[config.mk]
export PLATFORM = sky130hd
export DESIGN_NAME = v86_sensitive_instruction_emulator_flat
export DESIGN_NICKNAME = d
export VERILOG_FILES = /design/src/vsie_pkg.sv /design/src/vsie_if.sv /design/src/vsie_step.sv /design/src/v86_sensitive_instruction_emulator.sv /design/src/flat_wrapper.sv
export SDC_FILE = /design/constraint.sdc
export NUM_CORES = 1
export LEC_CHECK = 0
export BUFFER_PORTS_ARGS = -buffer_cell sky130_fd_sc_hd__buf_2
export CAP_MARGIN = 10
export CORE_MARGIN = 1
export CORE_UTILIZATION = 60
export CTS_BUF_LIST = sky130_fd_sc_hd__clkbuf_2 sky130_fd_sc_hd__clkbuf_4 sky130_fd_sc_hd__clkbuf_8
export CTS_CLUSTER_SIZE = 10
export DETAILED_ROUTE_END_ITERATION = 6
export PLACE_DENSITY = 0.82
export SLEW_MARGIN = 30
export SYNTH_ARGS = -nofsm -noshare
export SYNTH_HDL_FRONTEND = slang
export SYNTH_SLANG_ARGS = --single-unit
[constraint.sdc]
create_clock -name i_clk -period 21.3 [get_ports i_clk]
set_clock_uncertainty 0.2 [all_clocks]
set_input_delay 3.195 -clock i_clk [delete_from_list [all_inputs] [get_ports i_clk]]
set_output_delay 3.195 -clock i_clk [all_outputs]
set_load 0.005 [all_outputs]
[src/vsie_pkg.sv]
// Package for the virtual-8086 sensitive instruction emulator.
// Holds phase, request codes, context and result types. No dependencies.
`timescale 1ns / 1ps
`default_nettype none
package vsie_pkg;

    localparam logic [3:0] MAX_PREFIXES = 4'd15;
    localparam logic [31:0] FORCE_ON = 32'h0002_0200;
    localparam logic [31:0] IF_BIT = 32'h0000_0200;
    localparam logic [7:0] EXIT_VECTOR_RESET = 8'd128;

    localparam logic [7:0] OP_INT = 8'hcd;
    localparam logic [7:0] OP_IRET = 8'hcf;
    localparam logic [7:0] OP_POPF = 8'h9d;
    localparam logic [7:0] OP_PUSHF = 8'h9c;
    localparam logic [7:0] OP_STI = 8'hfb;
    localparam logic [7:0] OP_CLI = 8'hfa;
    localparam logic [7:0] OP_OUTB = 8'hee;
    localparam logic [7:0] OP_OUTW = 8'hef;
    localparam logic [7:0] OP_INB = 8'hec;
    localparam logic [7:0] OP_INW = 8'hed;
    localparam logic [7:0] OP_OPSIZE = 8'h66;

    typedef enum logic [2:0] {
        PH_IDLE, PH_FETCH, PH_INTNUM, PH_VECTOR, PH_POP, PH_PORTIN
    } t_phase;

    typedef enum logic [3:0] {
        REQ_FETCH, REQ_RD16, REQ_RD32, REQ_RD48, REQ_WR16, REQ_WR32,
        REQ_IN8, REQ_IN16, REQ_IN32, REQ_OUT8, REQ_OUT16, REQ_OUT32,
        REQ_RESUME, REQ_EXIT, REQ_UNIMPL, REQ_PFX_OVF
    } t_req;

    typedef struct packed {
        t_phase      phase;
        logic [15:0] cs;
        logic [15:0] ip;
        logic [15:0] ss;
        logic [15:0] sp;
        logic [31:0] flags;
        logic [31:0] eax;
        logic [15:0] port;
        logic        vif;
        logic        op32;
        logic [3:0]  pcnt;
        logic [7:0]  opcode;
    } t_state;

    typedef struct packed {
        logic        kind;
        logic [15:0] code_seg;
        logic [15:0] instr_off;
        logic [15:0] stack_seg;
        logic [15:0] stack_off;
        logic [31:0] flags_in;
        logic [31:0] accum_in;
        logic [15:0] port_num;
        logic        vif_in;
        logic [47:0] resp_data;
    } t_in;

    typedef struct packed {
        logic [3:0]  req;
        logic [20:0] addr;
        logic [31:0] wdata;
        logic [15:0] cs_out;
        logic [15:0] ip_out;
        logic [15:0] sp_out;
        logic [31:0] flags_out;
        logic [31:0] accum_out;
        logic        vif_out;
        logic        last;
    } t_result;

    function automatic logic [20:0] lin(input logic [15:0] seg, input logic [15:0] off);
        return {1'b0, seg, 4'b0} + {5'b0, off};
    endfunction

    function automatic logic is_prefix(input logic [7:0] b);
        return b == 8'h26 || b == 8'h2e || b == 8'h36 || b == 8'h3e ||
               b == 8'h64 || b == 8'h65 || b == 8'h66 || b == 8'h67 ||
               b == 8'hf0 || b == 8'hf2 || b == 8'hf3;
    endfunction

endpackage
`default_nettype wire

[src/vsie_if.sv]
// Valid/ready channel interfaces for input beats and result beats.
// Payload widths match vsie_pkg, but the interfaces do not import it.
`timescale 1ns / 1ps
`default_nettype none
interface vsie_in_if;
    logic        valid;
    logic        ready;
    logic        kind;
    logic [15:0] code_seg;
    logic [15:0] instr_off;
    logic [15:0] stack_seg;
    logic [15:0] stack_off;
    logic [31:0] flags_in;
    logic [31:0] accum_in;
    logic [15:0] port_num;
    logic        vif_in;
    logic [47:0] resp_data;
    modport source (output valid, kind, code_seg, instr_off, stack_seg, stack_off,
                    flags_in, accum_in, port_num, vif_in, resp_data, input ready);
    modport sink (input valid, kind, code_seg, instr_off, stack_seg, stack_off,
                  flags_in, accum_in, port_num, vif_in, resp_data, output ready);
endinterface

interface vsie_out_if;
    logic        valid;
    logic        ready;
    logic [3:0]  req;
    logic [20:0] addr;
    logic [31:0] wdata;
    logic [15:0] cs_out;
    logic [15:0] ip_out;
    logic [15:0] sp_out;
    logic [31:0] flags_out;
    logic [31:0] accum_out;
    logic        vif_out;
    logic        last;
    modport source (output valid, req, addr, wdata, cs_out, ip_out, sp_out, flags_out,
                    accum_out, vif_out, last, input ready);
    modport sink (input valid, req, addr, wdata, cs_out, ip_out, sp_out, flags_out,
                  accum_out, vif_out, last, output ready);
endinterface
`default_nettype wire

[src/vsie_step.sv]
// Decode step: from the context state and one input beat, the next state
// and up to four result beats. Depends on vsie_pkg.
`timescale 1ns / 1ps
`default_nettype none
module vsie_step
    import vsie_pkg::*;
(
    input  wire t_state        i_st,
    input  wire t_in           i_beat,
    input  wire logic [7:0]    i_exit_vector,
    output t_state             o_st,
    output t_result [3:0]      o_res,
    output logic [2:0]         o_cnt
);

    logic        done;
    logic [1:0]  done_idx;
    t_req        done_code;
    logic [31:0] lo;
    logic [15:0] w0;
    logic [15:0] w1;
    logic [15:0] w2;
    logic [7:0]  b;
    logic [31:0] vflags;
    logic [15:0] ip1;
    logic [15:0] nsp;
    logic [31:0] pv;

    function automatic t_result mkreq(input t_req r, input logic [20:0] a,
                                      input logic [31:0] d, input logic l);
        t_result x;
        x = '0;
        x.req = r;
        x.addr = a;
        x.wdata = d;
        x.last = l;
        return x;
    endfunction

    always_comb begin
        lo = i_beat.resp_data[31:0];
        w0 = lo[15:0];
        w1 = lo[31:16];
        w2 = i_beat.resp_data[47:32];
        b = lo[7:0];
        vflags = i_st.vif ? (i_st.flags | IF_BIT) : (i_st.flags & ~IF_BIT);
        ip1 = i_st.ip + 16'd1;
        nsp = '0;
        pv = '0;
        o_st = i_st;
        o_res = '0;
        o_cnt = 3'd0;
        done = 1'b0;
        done_idx = 2'd0;
        done_code = REQ_RESUME;
        if (!i_beat.kind) begin
            o_st.cs = i_beat.code_seg;
            o_st.ip = i_beat.instr_off;
            o_st.ss = i_beat.stack_seg;
            o_st.sp = i_beat.stack_off;
            o_st.flags = i_beat.flags_in;
            o_st.eax = i_beat.accum_in;
            o_st.port = i_beat.port_num;
            o_st.vif = i_beat.vif_in;
            o_st.op32 = 1'b0;
            o_st.pcnt = '0;
            o_st.opcode = '0;
            o_st.phase = PH_FETCH;
            o_res[0] = mkreq(REQ_FETCH, lin(i_beat.code_seg, i_beat.instr_off), '0, 1'b1);
            o_cnt = 3'd1;
        end else begin
            case (i_st.phase)
                PH_FETCH: begin
                    if (is_prefix(b)) begin
                        if (i_st.pcnt >= MAX_PREFIXES) begin
                            done = 1'b1;
                            done_code = REQ_PFX_OVF;
                        end else begin
                            o_st.pcnt = i_st.pcnt + 4'd1;
                            if (b == OP_OPSIZE) begin
                                o_st.op32 = 1'b1;
                            end
                            o_st.ip = ip1;
                            o_res[0] = mkreq(REQ_FETCH, lin(i_st.cs, ip1), '0, 1'b1);
                            o_cnt = 3'd1;
                        end
                    end else begin
                        o_st.opcode = b;
                        case (b)
                            OP_INT: begin
                                o_st.phase = PH_INTNUM;
                                o_res[0] = mkreq(REQ_FETCH, lin(i_st.cs, ip1), '0, 1'b1);
                                o_cnt = 3'd1;
                            end
                            OP_IRET: begin
                                o_st.phase = PH_POP;
                                o_res[0] = mkreq(REQ_RD48, lin(i_st.ss, i_st.sp), '0, 1'b1);
                                o_cnt = 3'd1;
                            end
                            OP_POPF: begin
                                o_st.phase = PH_POP;
                                o_res[0] = mkreq(i_st.op32 ? REQ_RD32 : REQ_RD16,
                                                 lin(i_st.ss, i_st.sp), '0, 1'b1);
                                o_cnt = 3'd1;
                            end
                            OP_PUSHF: begin
                                if (i_st.op32) begin
                                    nsp = i_st.sp - 16'd4;
                                    o_res[0] = mkreq(REQ_WR32, lin(i_st.ss, nsp), vflags, 1'b0);
                                end else begin
                                    nsp = i_st.sp - 16'd2;
                                    o_res[0] = mkreq(REQ_WR16, lin(i_st.ss, nsp),
                                                     {16'b0, vflags[15:0]}, 1'b0);
                                end
                                o_st.sp = nsp;
                                o_st.ip = ip1;
                                done = 1'b1;
                                done_idx = 2'd1;
                            end
                            OP_STI, OP_CLI: begin
                                o_st.vif = (b == OP_STI);
                                o_st.ip = ip1;
                                done = 1'b1;
                            end
                            OP_OUTB: begin
                                o_res[0] = mkreq(REQ_OUT8, {5'b0, i_st.port},
                                                 {24'b0, i_st.eax[7:0]}, 1'b0);
                                o_st.ip = ip1;
                                done = 1'b1;
                                done_idx = 2'd1;
                            end
                            OP_OUTW: begin
                                if (i_st.op32) begin
                                    o_res[0] = mkreq(REQ_OUT32, {5'b0, i_st.port},
                                                     i_st.eax, 1'b0);
                                end else begin
                                    o_res[0] = mkreq(REQ_OUT16, {5'b0, i_st.port},
                                                     {16'b0, i_st.eax[15:0]}, 1'b0);
                                end
                                o_st.ip = ip1;
                                done = 1'b1;
                                done_idx = 2'd1;
                            end
                            OP_INB: begin
                                o_st.phase = PH_PORTIN;
                                o_res[0] = mkreq(REQ_IN8, {5'b0, i_st.port}, '0, 1'b1);
                                o_cnt = 3'd1;
                            end
                            OP_INW: begin
                                o_st.phase = PH_PORTIN;
                                o_res[0] = mkreq(i_st.op32 ? REQ_IN32 : REQ_IN16,
                                                 {5'b0, i_st.port}, '0, 1'b1);
                                o_cnt = 3'd1;
                            end
                            default: begin
                                done = 1'b1;
                                done_code = REQ_UNIMPL;
                            end
                        endcase
                    end
                end
                PH_INTNUM: begin
                    if (b == i_exit_vector) begin
                        done = 1'b1;
                        done_code = REQ_EXIT;
                    end else begin
                        o_res[0] = mkreq(REQ_WR16, lin(i_st.ss, i_st.sp - 16'd2),
                                         {16'b0, vflags[15:0]}, 1'b0);
                        o_res[1] = mkreq(REQ_WR16, lin(i_st.ss, i_st.sp - 16'd4),
                                         {16'b0, i_st.cs}, 1'b0);
                        o_res[2] = mkreq(REQ_WR16, lin(i_st.ss, i_st.sp - 16'd6),
                                         {16'b0, i_st.ip + 16'd2}, 1'b0);
                        o_res[3] = mkreq(REQ_RD32, {11'b0, b, 2'b0}, '0, 1'b1);
                        o_cnt = 3'd4;
                        o_st.sp = i_st.sp - 16'd6;
                        o_st.vif = 1'b0;
                        o_st.phase = PH_VECTOR;
                    end
                end
                PH_VECTOR: begin
                    o_st.ip = w0;
                    o_st.cs = w1;
                    done = 1'b1;
                end
                PH_POP: begin
                    if (i_st.opcode == OP_IRET) begin
                        o_st.ip = w0;
                        o_st.cs = w1;
                        o_st.vif = w2[9];
                        o_st.flags = {16'b0, w2} | FORCE_ON;
                        o_st.sp = i_st.sp + 16'd6;
                    end else begin
                        pv = i_st.op32 ? lo : {16'b0, w0};
                        o_st.vif = pv[9];
                        o_st.flags = pv | FORCE_ON;
                        o_st.sp = i_st.sp + (i_st.op32 ? 16'd4 : 16'd2);
                        o_st.ip = ip1;
                    end
                    done = 1'b1;
                end
                PH_PORTIN: begin
                    if (i_st.opcode == OP_INB) begin
                        o_st.eax = {i_st.eax[31:8], lo[7:0]};
                    end else if (i_st.op32) begin
                        o_st.eax = lo;
                    end else begin
                        o_st.eax = {i_st.eax[31:16], w0};
                    end
                    o_st.ip = ip1;
                    done = 1'b1;
                end
                default: begin
                    o_st.phase = PH_IDLE;
                end
            endcase
        end
        if (done) begin
            o_res[done_idx] = '0;
            o_res[done_idx].req = done_code;
            o_res[done_idx].cs_out = o_st.cs;
            o_res[done_idx].ip_out = o_st.ip;
            o_res[done_idx].sp_out = o_st.sp;
            o_res[done_idx].flags_out = o_st.flags;
            o_res[done_idx].accum_out = o_st.eax;
            o_res[done_idx].vif_out = o_st.vif;
            o_res[done_idx].last = 1'b1;
            o_cnt = {1'b0, done_idx} + 3'd1;
            o_st.phase = PH_IDLE;
        end
    end

endmodule
`default_nettype wire

[src/v86_sensitive_instruction_emulator.sv]
// Virtual-8086 sensitive instruction emulator, top level.
// The first result beat of an input beat is offered in the cycle after acceptance.
// One input beat per cycle while each yields one result and the output is ready;
// a beat's k results fill k of the four buffer entries; the next beat waits on them.
// Reset: synchronous active-low; clears phase, context, buffer count, exit vector to 128.
// Depends on vsie_pkg, vsie_if and vsie_step.
`timescale 1ns / 1ps
`default_nettype none
module v86_sensitive_instruction_emulator
    import vsie_pkg::*;
(
    input  wire logic   i_clk,
    input  wire logic   i_rst_n,
    vsie_in_if.sink     i_in,
    vsie_out_if.source  o_out,
    input  wire logic   i_cfg_we,
    input  wire logic [7:0] i_cfg_data
);

    t_state          r_st;
    t_state          n_st;
    logic [7:0]      r_exit_vector;
    t_result [3:0]   r_buf;
    t_result [3:0]   step_res;
    logic [2:0]      r_cnt;
    logic [2:0]      step_cnt;
    t_in             beat;
    logic            in_fire;
    logic            out_fire;

    assign beat = '{kind: i_in.kind, code_seg: i_in.code_seg, instr_off: i_in.instr_off,
                    stack_seg: i_in.stack_seg, stack_off: i_in.stack_off,
                    flags_in: i_in.flags_in, accum_in: i_in.accum_in,
                    port_num: i_in.port_num, vif_in: i_in.vif_in,
                    resp_data: i_in.resp_data};

    vsie_step u_step (
        .i_st          (r_st),
        .i_beat        (beat),
        .i_exit_vector (r_exit_vector),
        .o_st          (n_st),
        .o_res         (step_res),
        .o_cnt         (step_cnt)
    );

    assign out_fire = o_out.valid && o_out.ready;
    assign i_in.ready = (r_cnt == 3'd0) || (r_cnt == 3'd1 && o_out.ready);
    assign in_fire = i_in.valid && i_in.ready;

    always_ff @(posedge i_clk) begin
        if (!i_rst_n) begin
            r_st <= '0;
            r_cnt <= '0;
            r_exit_vector <= EXIT_VECTOR_RESET;
        end else begin
            if (i_cfg_we) begin
                r_exit_vector <= i_cfg_data;
            end
            if (in_fire) begin
                r_st <= n_st;
                r_cnt <= step_cnt;
            end else if (out_fire) begin
                r_cnt <= r_cnt - 3'd1;
            end
        end
    end

    always_ff @(posedge i_clk) begin
        if (in_fire) begin
            r_buf <= step_res;
        end else if (out_fire) begin
            r_buf <= {t_result'('0), r_buf[3:1]};
        end
    end

    assign o_out.valid = (r_cnt != 3'd0);
    assign o_out.req = r_buf[0].req;
    assign o_out.addr = r_buf[0].addr;
    assign o_out.wdata = r_buf[0].wdata;
    assign o_out.cs_out = r_buf[0].cs_out;
    assign o_out.ip_out = r_buf[0].ip_out;
    assign o_out.sp_out = r_buf[0].sp_out;
    assign o_out.flags_out = r_buf[0].flags_out;
    assign o_out.accum_out = r_buf[0].accum_out;
    assign o_out.vif_out = r_buf[0].vif_out;
    assign o_out.last = r_buf[0].last;

endmodule
`default_nettype wire
[src/flat_wrapper.sv]
// flat-port wrapper written by rule: the top's interface ports become plain ports
module v86_sensitive_instruction_emulator_flat import vsie_pkg::*;
  (i_clk, i_rst_n, i_cfg_we, i_cfg_data, i_in_valid, i_in_kind, i_in_code_seg, i_in_instr_off, i_in_stack_seg, i_in_stack_off, i_in_flags_in, i_in_accum_in, i_in_port_num, i_in_vif_in, i_in_resp_data, i_in_ready, o_out_valid, o_out_req, o_out_addr, o_out_wdata, o_out_cs_out, o_out_ip_out, o_out_sp_out, o_out_flags_out, o_out_accum_out, o_out_vif_out, o_out_last, o_out_ready);
  vsie_in_if i_in_i ();
  vsie_out_if o_out_i ();
  input  wire logic i_clk;
  input  wire logic i_rst_n;
  input  wire logic i_cfg_we;
  input  wire logic [7:0] i_cfg_data;
  input wire logic [$bits(i_in_i.valid)-1:0] i_in_valid;
  input wire logic [$bits(i_in_i.kind)-1:0] i_in_kind;
  input wire logic [$bits(i_in_i.code_seg)-1:0] i_in_code_seg;
  input wire logic [$bits(i_in_i.instr_off)-1:0] i_in_instr_off;
  input wire logic [$bits(i_in_i.stack_seg)-1:0] i_in_stack_seg;
  input wire logic [$bits(i_in_i.stack_off)-1:0] i_in_stack_off;
  input wire logic [$bits(i_in_i.flags_in)-1:0] i_in_flags_in;
  input wire logic [$bits(i_in_i.accum_in)-1:0] i_in_accum_in;
  input wire logic [$bits(i_in_i.port_num)-1:0] i_in_port_num;
  input wire logic [$bits(i_in_i.vif_in)-1:0] i_in_vif_in;
  input wire logic [$bits(i_in_i.resp_data)-1:0] i_in_resp_data;
  output wire logic [$bits(i_in_i.ready)-1:0] i_in_ready;
  output wire logic [$bits(o_out_i.valid)-1:0] o_out_valid;
  output wire logic [$bits(o_out_i.req)-1:0] o_out_req;
  output wire logic [$bits(o_out_i.addr)-1:0] o_out_addr;
  output wire logic [$bits(o_out_i.wdata)-1:0] o_out_wdata;
  output wire logic [$bits(o_out_i.cs_out)-1:0] o_out_cs_out;
  output wire logic [$bits(o_out_i.ip_out)-1:0] o_out_ip_out;
  output wire logic [$bits(o_out_i.sp_out)-1:0] o_out_sp_out;
  output wire logic [$bits(o_out_i.flags_out)-1:0] o_out_flags_out;
  output wire logic [$bits(o_out_i.accum_out)-1:0] o_out_accum_out;
  output wire logic [$bits(o_out_i.vif_out)-1:0] o_out_vif_out;
  output wire logic [$bits(o_out_i.last)-1:0] o_out_last;
  input wire logic [$bits(o_out_i.ready)-1:0] o_out_ready;
  assign i_in_i.valid = i_in_valid;
  assign i_in_i.kind = i_in_kind;
  assign i_in_i.code_seg = i_in_code_seg;
  assign i_in_i.instr_off = i_in_instr_off;
  assign i_in_i.stack_seg = i_in_stack_seg;
  assign i_in_i.stack_off = i_in_stack_off;
  assign i_in_i.flags_in = i_in_flags_in;
  assign i_in_i.accum_in = i_in_accum_in;
  assign i_in_i.port_num = i_in_port_num;
  assign i_in_i.vif_in = i_in_vif_in;
  assign i_in_i.resp_data = i_in_resp_data;
  assign i_in_ready = i_in_i.ready;
  assign o_out_valid = o_out_i.valid;
  assign o_out_req = o_out_i.req;
  assign o_out_addr = o_out_i.addr;
  assign o_out_wdata = o_out_i.wdata;
  assign o_out_cs_out = o_out_i.cs_out;
  assign o_out_ip_out = o_out_i.ip_out;
  assign o_out_sp_out = o_out_i.sp_out;
  assign o_out_flags_out = o_out_i.flags_out;
  assign o_out_accum_out = o_out_i.accum_out;
  assign o_out_vif_out = o_out_i.vif_out;
  assign o_out_last = o_out_i.last;
  assign o_out_i.ready = o_out_ready;
  v86_sensitive_instruction_emulator u_core (.i_clk(i_clk), .i_rst_n(i_rst_n), .i_in(i_in_i), .o_out(o_out_i), .i_cfg_we(i_cfg_we), .i_cfg_data(i_cfg_data));
endmodule
==> metrics.csv <==
metric;value;unit
Site Rows;84;
Pre-antenna DRT Iters;7;
Post-Syn Nets;3746;
Post-synth ARST share;0;%
CP Data Arrival Time;3.76;ns
Max VDD drop;0.0000894;V
sequential fraction of the synthesis area;45.9;%
Startpoint Class;primary input;
max-cap violations;0;
Synth Warn #;0;
layout cell share with drive strength beyond 1;17.6;%
Final nets;3847;
final setup violation count;0;
GRT Total Usage;40.9;%
Ports;380;
# DRC;0;
dpl cell area;32900;um^2
total wire length;113000;um
vias in the first global route;26300;
Die W;233;um
Clock Latency Late Sink;0.72;ns
fmax;140;MHz
H-Tree Depth;3;
Setup Crit Path Kind;primary input to output pin;
Via density;6.78;
fin util;66.3;%
Finished Layout Cells;4307;
required time worst endpoint;17.91;ns
Min Hold Slack;0.277;ns
Max clock buf depth;3;
worst-path cell chain;buf_2 > a21oi_1 > nor2_1 > buf_2;
reg-to-reg slack, setup;16.16;ns
PD cells;138;nW/um^2
Die Ht;233;um
pre-CTS WS;14.15;ns
slack of the critical path;14.14;ns
Power Total;4.82;mW
Vias;29200;
Final Hold Fails;0;
Root Buffer Master;clkbuf_8;
cell family with most CP delay;buffers and inverters;
Post-synth EDFFs;373;
CTS Hold Bufs;0;
flip-flop and latch count after synthesis;545;
routability cong.;1.03;
fin crit share;33.6;%
Layout area overhead;9.16;%
cells after synthesis;3439;
Reg2Reg Launch Point;u_core.r_st[97];
wire per inst;26.2;um
RSZ-0062 raised after global routing;false;
cell count after placement;4136;
clock sinks;545;
gr ovfl total;0;
Yosys top cell area share;35.1;%
hold path cells;2;
actual slew at the worst max-slew pin;1.03;ns
Leakage;13.5;nW
Buf+Inv Stages, Crit Path;2;
post-cts sizing count;0;
DR iter-0 viols;4860;
initial antenna violation count;8;
main area contributors after synthesis;edfxtp_1, dfxtp_1, nand2_1;
CTS tree;done;
core area;52600;um^2
Crit path top cell by count;buf_2;
initial core utilization;60.8;%
Num CTS Buffers;89;
Slew Limit Fails;0;
CP Capture Type;output pin;
first-pass GRT wire length;165000;um
Crit path largest cell delay;0.24;ns
fin area;34900;um^2
dpl hpwl;78700;um
minimum clock period;7.16;ns
largest area contributor in the synthesized netlist;edfxtp_1;
PortBufs;379;
clock slew at reported path FFs;0.06;ns
Setup TNS Final;0;ns
largest net degree at the start of global routing;135;
reg2reg end;u_core.r_buf[505];
full die area;54100;um^2
cells on worst reg2reg path;13;
Synth Cell Area;31900;um^2
worst-path fanout max;3;
Crit-path slowest cell;nor2_1;
Setup Fix Bufs, Post-CTS;0;
Detail Route Antenna Nets;0;
Synth Flop Type;edfxtp_1;
syn avg cell area;9.29;um^2
HP Class;flop to flop;
Synth cell types;95;
relative slew slack;31.1;%
hold path startpoint;u_core.r_st[28];
run status;finished clean;
hold endpoint;u_core.r_st[28];
==> routing by layer <==
layer  GRT usage (%)  part of all wire [%]  routed length, um
met1            57.3                    39              43400
met5               0                 0.047                 53
met4            22.8                   6.1               6890
met3            10.2                    14              15600
met2            57.7                    42              46800
==> flip-flops by register name, indices dropped and copies added, names as in the netlist <==
signal / count
u_core.o_out.sp_out: 16
u_core.r_buf: 202
u_core.o_out.wdata: 32
u_core.o_out.addr: 21
u_core.o_out.cs_out: 16
u_core.o_out.req: 4
u_core.r_st: 161
u_core.o_out.vif_out: 1
u_core.o_out.accum_out: 32
u_core.r_exit_vector: 8
u_core.o_out.ip_out: 16
u_core.r_cnt: 3
u_core.o_out.last: 1
u_core.o_out.flags_out: 32
==> Yosys cell counts, types with 78 or more instances <==
master    number
a21oi_1      243
a22o_1        78
buf_4        170
clkbuf_1     202
dfxtp_1      172
edfxtp_1     373
ha_1          93
nand2_1      427
nand3_1       89
nor2_1       375
o21ai_0      199
xnor2_1       84
==> logic make-up (layout without fill, tap and decap cells) <==
family / Yosys count / in the layout / synth area share [%]
xor+xnor: 152 / 152 / 4.17
mux: 69 / 69 / 2.19
compound gates: 961 / 961 / 20.1
simple gates: 1158 / 1158 / 16.2
other cells: 1 / 5 / 0.0117
flops: 545 / 545 / 45.9
fa+ha+maj: 100 / 100 / 4.08
buf+inv: 453 / 629 / 7.42
==> report_power, final <==
| part | total [mW] | internal [mW] | switching, mW | leakage [nW] |
|---|---|---|---|---|
| Clock | 0.992 | 0.540 | 0.452 | 1.03 |
| Sequential | 1.93 | 1.66 | 0.270 | 5.22 |
| Combinational | 1.90 | 0.644 | 1.26 | 7.26 |
| Total | 4.82 | 2.84 | 1.98 | 13.5 |
==> worst reg2reg max path: stages (launching register included) <==
cell       delay, ns
dfxtp_1         0.72
inv_1           0.24
ha_1            0.28
a2111oi_2       0.75
and2_0          0.46
nand3_1         0.15
xnor2_1         0.52
ha_1            0.34
or2_2           0.15
o31ai_1         0.08
a211oi_1        0.56
o21ai_0         0.20
xor2_1          0.19
nor2_1          0.06
==> final cells by class <==
cell class / count / area [um^2]
well taps: 688 / 861
repair buffers: 424 / 2260
clock buffers: 140 / 1710
flip-flops and latches: 545 / 14600
diodes: 4 / 10.0
clock inverters: 26 / 210
inverters: 39 / 156
fillers: 4271 / 17700
multi-input cells: 2441 / 15000
==> placed cells by master (no fill, tap or decap), types with 16 or more instances in the layout <==
| cell type | instances |
|---|---|
| buf_2 | 378 |
| o211ai_1 | 35 |
| nand2_1 | 424 |
| nand4_1 | 19 |
| and2_1 | 48 |
| nor2b_1 | 28 |
| nor3_1 | 45 |
| a211oi_1 | 62 |
| clkbuf_4 | 34 |
| nor2_1 | 372 |
| a22o_1 | 78 |
| dfxtp_1 | 172 |
| xor2_1 | 68 |
| ha_1 | 93 |
| a221oi_1 | 40 |
| inv_1 | 35 |
| a31oi_1 | 40 |
| edfxtp_1 | 373 |
| clkbuf_8 | 106 |
| xnor2_1 | 84 |
| a22oi_1 | 57 |
| a32oi_1 | 17 |
| and3_1 | 42 |
| buf_4 | 41 |
| a21oi_1 | 242 |
| nand2b_1 | 16 |
| mux2i_1 | 63 |
| o21ai_0 | 198 |
| nand3_1 | 89 |
| a21o_1 | 22 |
==> worst max path at each step <==
stage	start	to	slack, ns	depth (start not counted)
final	o_out_ready	i_in_ready	14.14	4
after global routing	o_out_ready	i_in_ready	14.10	4
after detailed placement	o_out_ready	i_in_ready	14.15	4
after global placement	o_out_ready	i_in_ready	14.14	4
after floorplan	o_out_ready	u_core.o_out.accum_out[0]	9.88	2
after CTS	o_out_ready	i_in_ready	14.14	4
(Power assumes the default switching activity.)
